## src/rtl/core/tts_pkg.sv

```systemverilog
// thread table scheduler: shared constants, slot record and state codes
// no dependencies
`timescale 1ns / 1ps

package tts_pkg;

  localparam int MAX_THREADS = 32;
  localparam int IDX_W       = $clog2(MAX_THREADS);
  localparam int CNT_W       = $clog2(MAX_THREADS + 1);
  localparam int TIME_W      = 48;

  typedef enum logic [1:0] {
    ST_READY    = 2'd0,
    ST_WAITING  = 2'd1,
    ST_SLEEPING = 2'd2,
    ST_ENDED    = 2'd3
  } slot_st_t;

  typedef enum logic [2:0] {
    OP_CREATE  = 3'd0,
    OP_PICK    = 3'd1,
    OP_EXIT    = 3'd2,
    OP_WAIT    = 3'd3,
    OP_SLEEP   = 3'd4,
    OP_ELAPSED = 3'd5
  } op_t;

  typedef enum logic [1:0] {
    STS_OK     = 2'd0,
    STS_FULL   = 2'd1,
    STS_ENDED  = 2'd2,
    STS_NONE   = 2'd3
  } status_t;

  typedef enum logic [2:0] {
    FSM_IDLE,
    FSM_PREP,
    FSM_PASS_A,
    FSM_PASS_B,
    FSM_DONE
  } fsm_t;

  typedef struct packed {
    slot_st_t           st;
    logic [IDX_W-1:0]   waited;
    logic [TIME_W-1:0]  sleep;
  } slot_t;

endpackage

```

## src/rtl/core/tts_cell.sv

```systemverilog
// thread table scheduler: one slot cell of the rotating ring
// depends on tts_pkg
`timescale 1ns / 1ps

module tts_cell (
  input  logic          clk,
  input  logic          rst_n,
  input  logic          shift_en,
  input  tts_pkg::slot_t d,
  output tts_pkg::slot_t q
);

  tts_pkg::slot_t slot_r;

  always_ff @(posedge clk) begin
    if (!rst_n) begin
      slot_r.st     <= tts_pkg::ST_ENDED;
      slot_r.waited <= '0;
      slot_r.sleep  <= '0;
    end else if (shift_en) begin
      slot_r <= d;
    end
  end

  assign q = slot_r;

endmodule

```

## src/rtl/core/tts_ctrl.sv

```systemverilog
// thread table scheduler: sequencer, per-slot update at the ring head, result register
// depends on tts_pkg
`timescale 1ns / 1ps

module tts_ctrl (
  input  logic                          clk,
  input  logic                          rst_n,
  input  logic                          in_valid,
  output logic                          in_ready,
  input  logic [2:0]                    in_operation,
  input  logic [4:0]                    in_target,
  input  logic [47:0]                   in_duration_ns,
  output logic                          out_valid,
  input  logic                          out_ready,
  output logic [4:0]                    out_chosen_slot,
  output logic                          out_chosen_valid,
  output logic [47:0]                   out_wake_in_ns,
  output logic [1:0]                    out_status_code,
  output logic                          shift_en,
  input  tts_pkg::slot_t                head,
  output tts_pkg::slot_t                wb
);

  localparam int IW = tts_pkg::IDX_W;
  localparam int CW = tts_pkg::CNT_W;
  localparam int TW = tts_pkg::TIME_W;

  tts_pkg::fsm_t state_r, state_nxt;

  logic [2:0]     op_r;
  logic [IW-1:0]  tgt_r;
  logic [TW-1:0]  dur_r;
  logic [CW-1:0]  live_r;
  logic [IW-1:0]  run_r;
  logic [CW-1:0]  start_r;
  logic [IW-1:0]  cnt_r;
  tts_pkg::slot_st_t run_st_r, tgt_st_r;
  tts_pkg::slot_t last_r;
  logic           hi_f_r, lo_f_r;
  logic [IW-1:0]  hi_r, lo_r;
  logic           any_r;
  logic [TW-1:0]  min_r;

  logic           out_valid_r;
  logic [4:0]     chosen_r;
  logic           cvalid_r;
  logic [47:0]    wake_r;
  logic [1:0]     status_r;

  logic [IW-1:0]  last_idx;
  logic           in_live, cur_live;
  logic           create_ok, exit_ok, wait_ok;
  logic           pick_found;
  logic [IW-1:0]  pick_idx;
  tts_pkg::slot_t src, v;
  logic           load_out;
  logic [1:0]     status_c;

  assign last_idx  = IW'(live_r - CW'(1));
  assign in_live   = {1'b0, cnt_r} < live_r;
  assign cur_live  = (live_r != '0) && ({1'b0, run_r} < live_r);
  assign create_ok = live_r != CW'(tts_pkg::MAX_THREADS);
  assign exit_ok   = cur_live && (run_st_r != tts_pkg::ST_ENDED);
  assign wait_ok   = cur_live && ({1'b0, tgt_r} < live_r) && (tgt_st_r != tts_pkg::ST_ENDED);
  assign pick_found = hi_f_r || lo_f_r;
  assign pick_idx   = hi_f_r ? hi_r : lo_r;

  // per-slot update at the ring head
  always_comb begin
    src = head;
    v   = head;
    case (op_r)
      tts_pkg::OP_CREATE: begin
        if (create_ok && ({1'b0, cnt_r} == live_r)) begin
          v.st = tts_pkg::ST_READY;
          v.waited = '0;
          v.sleep = '0;
        end
      end
      tts_pkg::OP_EXIT: begin
        if (exit_ok && in_live) begin
          if ((cnt_r == run_r) && (run_r != last_idx)) src = last_r;
          v = src;
          if ((src.st == tts_pkg::ST_WAITING) && (src.waited == run_r)) begin
            v.st = tts_pkg::ST_READY;
            v.waited = '0;
          end
          if ((run_r != last_idx) && (cnt_r < last_idx) &&
              (v.st == tts_pkg::ST_WAITING) && (v.waited == last_idx)) begin
            v.waited = run_r;
          end
          if (cnt_r == last_idx) begin
            v.st = tts_pkg::ST_ENDED;
            v.waited = '0;
            v.sleep = '0;
          end
        end
      end
      tts_pkg::OP_WAIT: begin
        if (wait_ok && (cnt_r == run_r) && (run_st_r == tts_pkg::ST_READY)) begin
          v.st = tts_pkg::ST_WAITING;
          v.waited = tgt_r;
        end
      end
      tts_pkg::OP_SLEEP: begin
        if (cur_live && (cnt_r == run_r)) begin
          if (dur_r == '0) begin
            v.st = tts_pkg::ST_READY;
            v.sleep = '0;
          end else begin
            v.st = tts_pkg::ST_SLEEPING;
            v.sleep = dur_r;
          end
        end
      end
      tts_pkg::OP_ELAPSED: begin
        if (in_live && (head.st == tts_pkg::ST_SLEEPING)) begin
          if (head.sleep <= dur_r) begin
            v.st = tts_pkg::ST_READY;
            v.sleep = '0;
          end else begin
            v.sleep = head.sleep - dur_r;
          end
        end
      end
      default: begin
        v = head;
      end
    endcase
  end

  assign shift_en = (state_r == tts_pkg::FSM_PASS_A) || (state_r == tts_pkg::FSM_PASS_B);
  assign wb       = (state_r == tts_pkg::FSM_PASS_B) ? v : head;
  assign load_out = (state_r == tts_pkg::FSM_DONE) && (!out_valid_r || out_ready);
  assign in_ready = state_r == tts_pkg::FSM_IDLE;

  always_comb begin
    status_c = tts_pkg::STS_OK;
    case (op_r)
      tts_pkg::OP_CREATE: if (!create_ok) status_c = tts_pkg::STS_FULL;
      tts_pkg::OP_PICK:   if (!pick_found) status_c = tts_pkg::STS_NONE;
      tts_pkg::OP_EXIT: begin
        if (live_r == '0)  status_c = tts_pkg::STS_NONE;
        else if (!exit_ok) status_c = tts_pkg::STS_ENDED;
      end
      tts_pkg::OP_WAIT: begin
        if (!cur_live)     status_c = tts_pkg::STS_NONE;
        else if (!wait_ok) status_c = tts_pkg::STS_ENDED;
      end
      tts_pkg::OP_SLEEP:  if (!cur_live) status_c = tts_pkg::STS_NONE;
      default:            status_c = tts_pkg::STS_OK;
    endcase
  end

  always_comb begin
    state_nxt = state_r;
    case (state_r)
      tts_pkg::FSM_IDLE:   if (in_valid) state_nxt = tts_pkg::FSM_PREP;
      tts_pkg::FSM_PREP: begin
        if (!((live_r != '0) && (start_r >= live_r))) state_nxt = tts_pkg::FSM_PASS_A;
      end
      tts_pkg::FSM_PASS_A: if (cnt_r == IW'(tts_pkg::MAX_THREADS - 1)) state_nxt = tts_pkg::FSM_PASS_B;
      tts_pkg::FSM_PASS_B: if (cnt_r == IW'(tts_pkg::MAX_THREADS - 1)) state_nxt = tts_pkg::FSM_DONE;
      tts_pkg::FSM_DONE:   if (load_out) state_nxt = tts_pkg::FSM_IDLE;
      default:             state_nxt = tts_pkg::FSM_IDLE;
    endcase
  end

  always_ff @(posedge clk) begin
    if (!rst_n) begin
      state_r     <= tts_pkg::FSM_IDLE;
      live_r      <= '0;
      run_r       <= '0;
      out_valid_r <= 1'b0;
      cnt_r       <= '0;
    end else begin
      state_r <= state_nxt;
      if (load_out) out_valid_r <= 1'b1;
      else if (out_ready) out_valid_r <= 1'b0;
      case (state_r)
        tts_pkg::FSM_IDLE: begin
          if (in_valid) begin
            op_r    <= in_operation;
            tgt_r   <= in_target;
            dur_r   <= in_duration_ns;
            start_r <= {1'b0, run_r} + CW'(1);
            cnt_r   <= '0;
            hi_f_r  <= 1'b0;
            lo_f_r  <= 1'b0;
            any_r   <= 1'b0;
            min_r   <= '0;
          end
        end
        tts_pkg::FSM_PREP: begin
          if ((live_r != '0) && (start_r >= live_r)) start_r <= start_r - live_r;
        end
        tts_pkg::FSM_PASS_A: begin
          cnt_r <= cnt_r + IW'(1);
          if (cnt_r == run_r)    run_st_r <= head.st;
          if (cnt_r == tgt_r)    tgt_st_r <= head.st;
          if (cnt_r == last_idx) last_r   <= head;
          if (in_live && (head.st == tts_pkg::ST_READY)) begin
            if (!hi_f_r && ({1'b0, cnt_r} >= start_r)) begin
              hi_f_r <= 1'b1;
              hi_r   <= cnt_r;
            end
            if (!lo_f_r) begin
              lo_f_r <= 1'b1;
              lo_r   <= cnt_r;
            end
          end
        end
        tts_pkg::FSM_PASS_B: begin
          cnt_r <= cnt_r + IW'(1);
          if ((v.st == tts_pkg::ST_SLEEPING) && (!any_r || (v.sleep < min_r))) begin
            any_r <= 1'b1;
            min_r <= v.sleep;
          end
        end
        tts_pkg::FSM_DONE: begin
          if (load_out) begin
            status_r    <= status_c;
            wake_r      <= any_r ? 48'(min_r) : 48'd0;
            if ((op_r == tts_pkg::OP_CREATE) && create_ok) begin
              chosen_r <= 5'(live_r);
              cvalid_r <= 1'b1;
              live_r   <= live_r + CW'(1);
            end else if ((op_r == tts_pkg::OP_PICK) && pick_found) begin
              chosen_r <= 5'(pick_idx);
              cvalid_r <= 1'b1;
              run_r    <= pick_idx;
            end else begin
              chosen_r <= '0;
              cvalid_r <= 1'b0;
              if ((op_r == tts_pkg::OP_EXIT) && exit_ok) live_r <= live_r - CW'(1);
            end
          end
        end
        default: begin
          cnt_r <= '0;
        end
      endcase
    end
  end

  assign out_valid        = out_valid_r;
  assign out_chosen_slot  = chosen_r;
  assign out_chosen_valid = cvalid_r;
  assign out_wake_in_ns   = wake_r;
  assign out_status_code  = status_r;

endmodule

```

## src/rtl/core/thread_table_scheduler_top.sv

```systemverilog
// thread table scheduler: top level, ring of slot cells and the sequencer
// per beat: a prep state that wraps the round-robin start back into the table,
// then two full ring rotations (a scan pass and an update pass), then the result register
// beats are handled one at a time; a new beat is taken only after the last result is loaded
// reset: synchronous active-low rst_n; all slots ended, table empty, running slot 0
`timescale 1ns / 1ps

module thread_table_scheduler_top (
  input  logic        clk,
  input  logic        rst_n,
  input  logic        in_valid,
  output logic        in_ready,
  input  logic [2:0]  in_operation,
  input  logic [4:0]  in_target,
  input  logic [47:0] in_duration_ns,
  output logic        out_valid,
  input  logic        out_ready,
  output logic [4:0]  out_chosen_slot,
  output logic        out_chosen_valid,
  output logic [47:0] out_wake_in_ns,
  output logic [1:0]  out_status_code
);

  localparam int N = tts_pkg::MAX_THREADS;

  tts_pkg::slot_t ring_q [N];
  tts_pkg::slot_t wb;
  logic           shift_en;

  genvar k;
  generate
    for (k = 0; k < N; k++) begin : g_cell
      tts_pkg::slot_t d;
      if (k == N - 1) begin : g_tail
        assign d = wb;
      end else begin : g_mid
        assign d = ring_q[k+1];
      end
      tts_cell u_cell (
        .clk      (clk),
        .rst_n    (rst_n),
        .shift_en (shift_en),
        .d        (d),
        .q        (ring_q[k])
      );
    end
  endgenerate

  tts_ctrl u_ctrl (
    .clk              (clk),
    .rst_n            (rst_n),
    .in_valid         (in_valid),
    .in_ready         (in_ready),
    .in_operation     (in_operation),
    .in_target        (in_target),
    .in_duration_ns   (in_duration_ns),
    .out_valid        (out_valid),
    .out_ready        (out_ready),
    .out_chosen_slot  (out_chosen_slot),
    .out_chosen_valid (out_chosen_valid),
    .out_wake_in_ns   (out_wake_in_ns),
    .out_status_code  (out_status_code),
    .shift_en         (shift_en),
    .head             (ring_q[0]),
    .wb               (wb)
  );

endmodule

```

## config.mk

```make
export PLATFORM = sky130hd
export DESIGN_NAME = thread_table_scheduler_top
export DESIGN_NICKNAME = d
export VERILOG_FILES = /design/src/rtl/core/tts_pkg.sv /design/src/rtl/core/tts_cell.sv /design/src/rtl/core/tts_ctrl.sv /design/src/rtl/core/thread_table_scheduler_top.sv
export SDC_FILE = /design/constraint.sdc
export NUM_CORES = 2
export LEC_CHECK = 0
export BUFFER_PORTS_ARGS = -buffer_cell sky130_fd_sc_hd__buf_2
export CAP_MARGIN = 20
export CORE_UTILIZATION = 60
export CTS_BUF_LIST = sky130_fd_sc_hd__clkbuf_16
export DETAILED_ROUTE_END_ITERATION = 6
export PLACE_DENSITY = 0.76
export SLEW_MARGIN = 20
export SYNTH_ARGS = -nofsm -noshare
export SYNTH_HDL_FRONTEND = slang
export SYNTH_HIERARCHICAL = 1
export SYNTH_SLANG_ARGS = --single-unit
```

## constraint.sdc

```tcl
create_clock -name clk -period 23.6 [get_ports clk]
set_input_delay 4.72 -clock clk [delete_from_list [all_inputs] [get_ports clk]]
set_output_delay 4.72 -clock clk [all_outputs]
set_load 0.005 [all_outputs]
```

Word-level counts from Yosys, hierarchy flattened
Index checks and enable logic that the tools add are counted.

operators by class
  order comparisons = 8
  multiplexer cells = 62
  equal/unequal tests = 34
  add/sub/neg operators = 6
  bitwise logic cells = 3
  reduce and logical (&&, ||, !) cells = 59

operators with widths
  kind                                                              number
  55-bit 2-to-1 mux                                                 7
  48-bit 2-to-1 mux                                                 6
  48-bit one-hot mux with 4 select lines                            1
  48-bit one-hot mux with 2 select lines                            1
  48-bit less-or-equal comparator                                   1
  48-bit zero test                                                  1
  48-bit < comparator                                               1
  48-bit subtractor                                                 1
  6-bit 2-to-1 mux                                                  5
  5-bit one-hot mux with 3 select lines                             2
  7-bit 2-to-1 mux                                                  4
  4-bit AND reduction                                               7
  5-bit == test                                                     5
  5-bit 2-to-1 mux                                                  5
  1-bit logical AND                                                 23
  2-bit 2-to-1 mux                                                  10
  2-bit one-hot mux with 5 select lines                             2
  5-bit by 6-bit < comparator with 1-bit output                     3
  2-bit inequality test (second input constant)                     9
  3-bit 2-to-1 mux                                                  5
  3-bit one-hot mux with 5 select lines                             1
  3-bit AND reduction                                               5
  3-bit by 2-bit == test with 1-bit output (second input constant)  4
  6-bit one-hot mux with 2 select lines                             1
  30 further kinds                                                  62

storage, ports and cells
  register bits after elaboration = 2,018
  input bits = 60

Logic depth before layout (Yosys ltp)
  word-level depth = 23
  mapped depth = 26
  gate-level depth less buffers = 25

By module
The synthesis kept the hierarchy.

modules (own cells, without submodules)
  module    cells an instance  instances  seq. area each (um^2)  area an instance (um^2)
  tts_cell  177                32         1,101.1                2,125.8
  tts_ctrl  1,861              1          7,547.2                17,909.7

Least setup slack after synthesis
No wires, ideal clock.

  path kind = in2reg
  from = input port in_valid
  to = register u_ctrl.any_r, enable pin
  slack = 12.838 ns
  stages on the path = 5
  data required time = 23.085 ns
  library setup time = 0.515 ns
  arrival = 10.247 ns
  cell sequence = nor2b_1 -> and3_1 -> clkbuf_1 -> a41oi_1 -> nor3_1

on the way
  cells in the longest elaborated chain, start to end = 2

ends and longest elaborated chain
  item                             line                              text
  start, declared                  thread_table_scheduler_top.sv:11  input logic in_valid,
  2-bit inequality test (no line)  --
  4-bit AND reduction (no line)    --
  end signal, assigned             tts_ctrl.sv:190                   any_r <= 1'b0;
  end signal, assigned             tts_ctrl.sv:216                   any_r <= 1'b1;
  end, declared                    tts_ctrl.sv:41                    logic any_r;

Every way passes these cells.
A chain may end at the register's enable or synchronous reset.

Final worst setup path
  from = input port rst_n
  to = register g_cell[5].u_cell.slot_r (netlist bit g_cell[5].u_cell/q[36])

RTL lines
  item             line                              text
  start, declared  thread_table_scheduler_top.sv:10  input logic rst_n,
  end, declared    tts_cell.sv:13                    tts_pkg::slot_t slot_r;

No word-level cell between the ends.

==> results.md <==
* Status: finished clean
* Area growth from synthesis to layout at 5.63%
* FF-to-FF Start: u_ctrl/live_r[2]$_SDFFE_PN0P_
* Post-DR vias/cell at 5.35
* Mapped Nets at 7717
* Fmax at 0.103 GHz
* Hold_sp: g_cell[25].u_cell/q[53]$_SDFFE_PN1P_
* Mean Syn Cell Area at between 10 and 15 um^2
* Post-synth top area cell: dfxtp_1
* Antenna violations before repair at 1
* Reg2reg path depth at 23
* Synth top area share at 41.5%
* Register bit total from synthesis at about 2000
* Footprint of the multi-input gates at 0.0380 mm^2
* Total of max-cap violations at 0
* Post-route ant nets at 0
* Inserted Clock Buffers at 197
* Port Buffer Count at 117
* First-pass DRT Iterations at 5
* Gr usage total at 22.3%
* Clock Path Buffers at 3
* Required @ worst endpoint at 24.33 ns
* Clock Pin Slew Worst Setup and Hold Paths at 0.06 ns
* Tmin final at between 9 and 10 ns
* Async SR Flop Fraction at 0%
* Fillers at 11200
* Leakage at between 30 and 40 nW
* Post-Route Skew at ~0.027 ns
* Hold Crit Class: reg2reg
* Final net count at between 7000 and 8000
* Unique masters post-synth at 100
* Most used DFF post-synth: dfxtp_1
* Clk_lat worst skew at 0.81 ns
* Final setup fails at 0
* Worst slew margin at 19.6%
* Reg area at around 0.043 mm^2
* Final core occ at 64.0%
* Initial core utilization at 60.6%
* Final Hold Vio Count at 0
* CTS tree: built
* Worst Setup End Kind: flip-flop
* Io pins at 118
* Number of global-route vias before repair at around 50000
* Placeable Area at 0.142 mm^2
* Largest net degree at the start of global routing at approximately 300
* WL final at about 170000 um
* Total Die Area at between 0.1 and 0.15 mm^2
* Hold Path Stages at 2
* Total Power at roughly 0.0080 W
* Ys Warns at 6
* Synthesized instance count at 7525
* Synthesized area at between 0.08 and 0.09 mm^2
* Remaining DRCs at 0
* Hold slack at 0.470 ns
* Worst-margin pin slew at 1.21 ns
* Share of cells above drive strength 1 at 6.53%
* Maximum vdd ir drop at 0.000116 V
* Post-CTS Setup Repair Bufs at 0
* Post-DP HPWL at 108000 um
* Antenna Diode Count at 0
* Clock tree root driver cell: clkbuf_16
* RSZ-0062 raised after global routing: false
* Cells after DPL at 9126
* Die H at 380 um
* Crit-path max FO at a little under 300
* Wire per inst at 17.5 um
* Fin cells at 9482
* Largest cells by area after synthesis: dfxtp_1 41%, mux2i_1 21%, nor2b_1 12%
* DIE WIDTH at around 380 um
* Register area share after synthesis at 49.8%
* GRT overflow at 0
* Cts repair resizes at 0
* CP Launch Type: input pin
* CTS Hold Buffers Added at 0
* Final setup TNS at 0 ns
* Final Max Tran Viols at 0
* GPL Wtd Cong at 0.955
* First-pass GRT wire length at 266000 um
* # clock sinks at between 2000 and 2500
* Worst Setup SP: rst_n
* Period utilisation layout at about two fifths
* Post-synth EDFFs at 238
* Initial DRC count at 3545
* CTS H-tree depth at 4
* Crit Path Class: in2reg
* Pwr dens at 88.6 mW/mm^2
* Vias at 50700
* Row count at 138
* Worst EP arrival at around 10 ns
sequential cells by signal (all words and copies together), names as in the netlist, 3 cells and up:
register                count
u_ctrl/state_r              3
u_ctrl/lo_r                 5
u_ctrl/op_r                 3
u_ctrl/last_r              55
u_ctrl/out_chosen_slot      5
u_ctrl/live_r               6
u_ctrl/tgt_r                5
g_cell.u_cell/q          1760
u_ctrl/cnt_r                5
u_ctrl/dur_r               48
u_ctrl/out_wake_in_ns      48
u_ctrl/min_r               48
u_ctrl/hi_r                 5
u_ctrl/run_r                5
u_ctrl/start_r              6
routing by layer:
metal	wire length, um	GRT usage (%)	share of wire [%]	vias up
met5	13	0	0.0078	-
li1	-	-	-	25500
met3	8000	3.78	4.8	295
met4	5090	7.81	3.1	2
met1	80900	31.9	49	23800
met2	72000	34.1	43	1059
logic make-up after synthesis:
group / count (synthesis) / share of synthesized area, %
adders and majority gates: 132 / 1.94
buffers and inverters: 612 / 6.10
DFF: 2018 / 49.8
AOI/OAI and AO/OA: 572 / 4.52
muxes: 1784 / 20.8
and+or+nand+nor: 2328 / 16.0
xor gates and xnor gates: 79 / 0.823
synthesized netlist by cell type, drive strengths merged, types with 27 or more instances:
cell	number
mux2i	1776
xnor2	57
edfxtp	238
and2	81
nor2	138
nand2b	27
o21ai	126
nor2b	1715
a21o	52
buf	226
ha	130
a211oi	29
inv	144
a21oi	160
nand2	200
clkbuf	242
nor3	37
nand4	33
dfxtp	1780
nand3	27
placed cells by master (no fill, tap or decap), types with 12 or more instances in the layout:
cell,instances
dfxtp_1,1780
mux2i_1,1776
nor2b_1,1715
edfxtp_1,238
clkbuf_16,200
nand2_1,199
inv_1,194
a21oi_1,156
nor2_1,135
ha_1,130
buf_2,116
o21ai_0,98
and2_1,77
xnor2_1,55
buf_4,52
a21o_1,52
clkinv_1,49
nand4_1,33
nor3_1,31
o21ai_1,28
clkinv_2,27
nand2b_1,27
nand3_1,24
a211oi_1,24
xor2_1,22
a221o_1,22
nor4_1,18
a22oi_1,18
a31oi_1,17
o21a_1,15
o211ai_1,14
or3_1,13
a221oi_1,12
final cells by class:
cell class	instances	share of cell area [%]
flip-flops and latches	2018	47.1
multi-input cells	4895	41.8
clock buffers	200	5.51
well taps	1890	2.61
repair buffers	180	1.31
clock inverters	155	1.01
inverters	144	0.604
power breakdown:
part,switching [W],total (W),internal (W),leakage [nW]
registers,0.0000447,0.00356,0.00352,16.5
logic,0.000892,0.00161,0.000721,12.4
clock network,0.00129,0.00287,0.00158,3.11
final timing paths:
check                                                       endpoint  slack [ns]
worst max-delay path             g_cell[5].u_cell/q[36]$_SDFFE_PN0P_       13.86
worst min-delay path            g_cell[24].u_cell/q[53]$_SDFFE_PN1P_        0.47
worst max register to register        u_ctrl/min_r[10]$_SDFFCE_PN0P_       15.24
worst min register to register  g_cell[24].u_cell/q[53]$_SDFFE_PN1P_        0.47
stage by stage:
| stage | cell area [um^2] | worst slack [ns] |
|---|---|---|
| final | 90800 | 13.86 |
| after CTS | 90700 | 13.71 |
| after detailed placement | 84800 | 12.86 |
| after global placement | 84800 | 12.90 |
| after floorplan | 85900 | 12.84 |
| after global routing | 90800 | 13.34 |
critical path, cell delays in order:
cell and delay, ns:
buf_8 0.49, buf_12 0.66, buf_12 0.63, buf_4 0.76, buf_4 0.78, buf_4 0.84
buf_6 0.70, nor2b_1 0.22
Power figures use the tool's default switching activity.
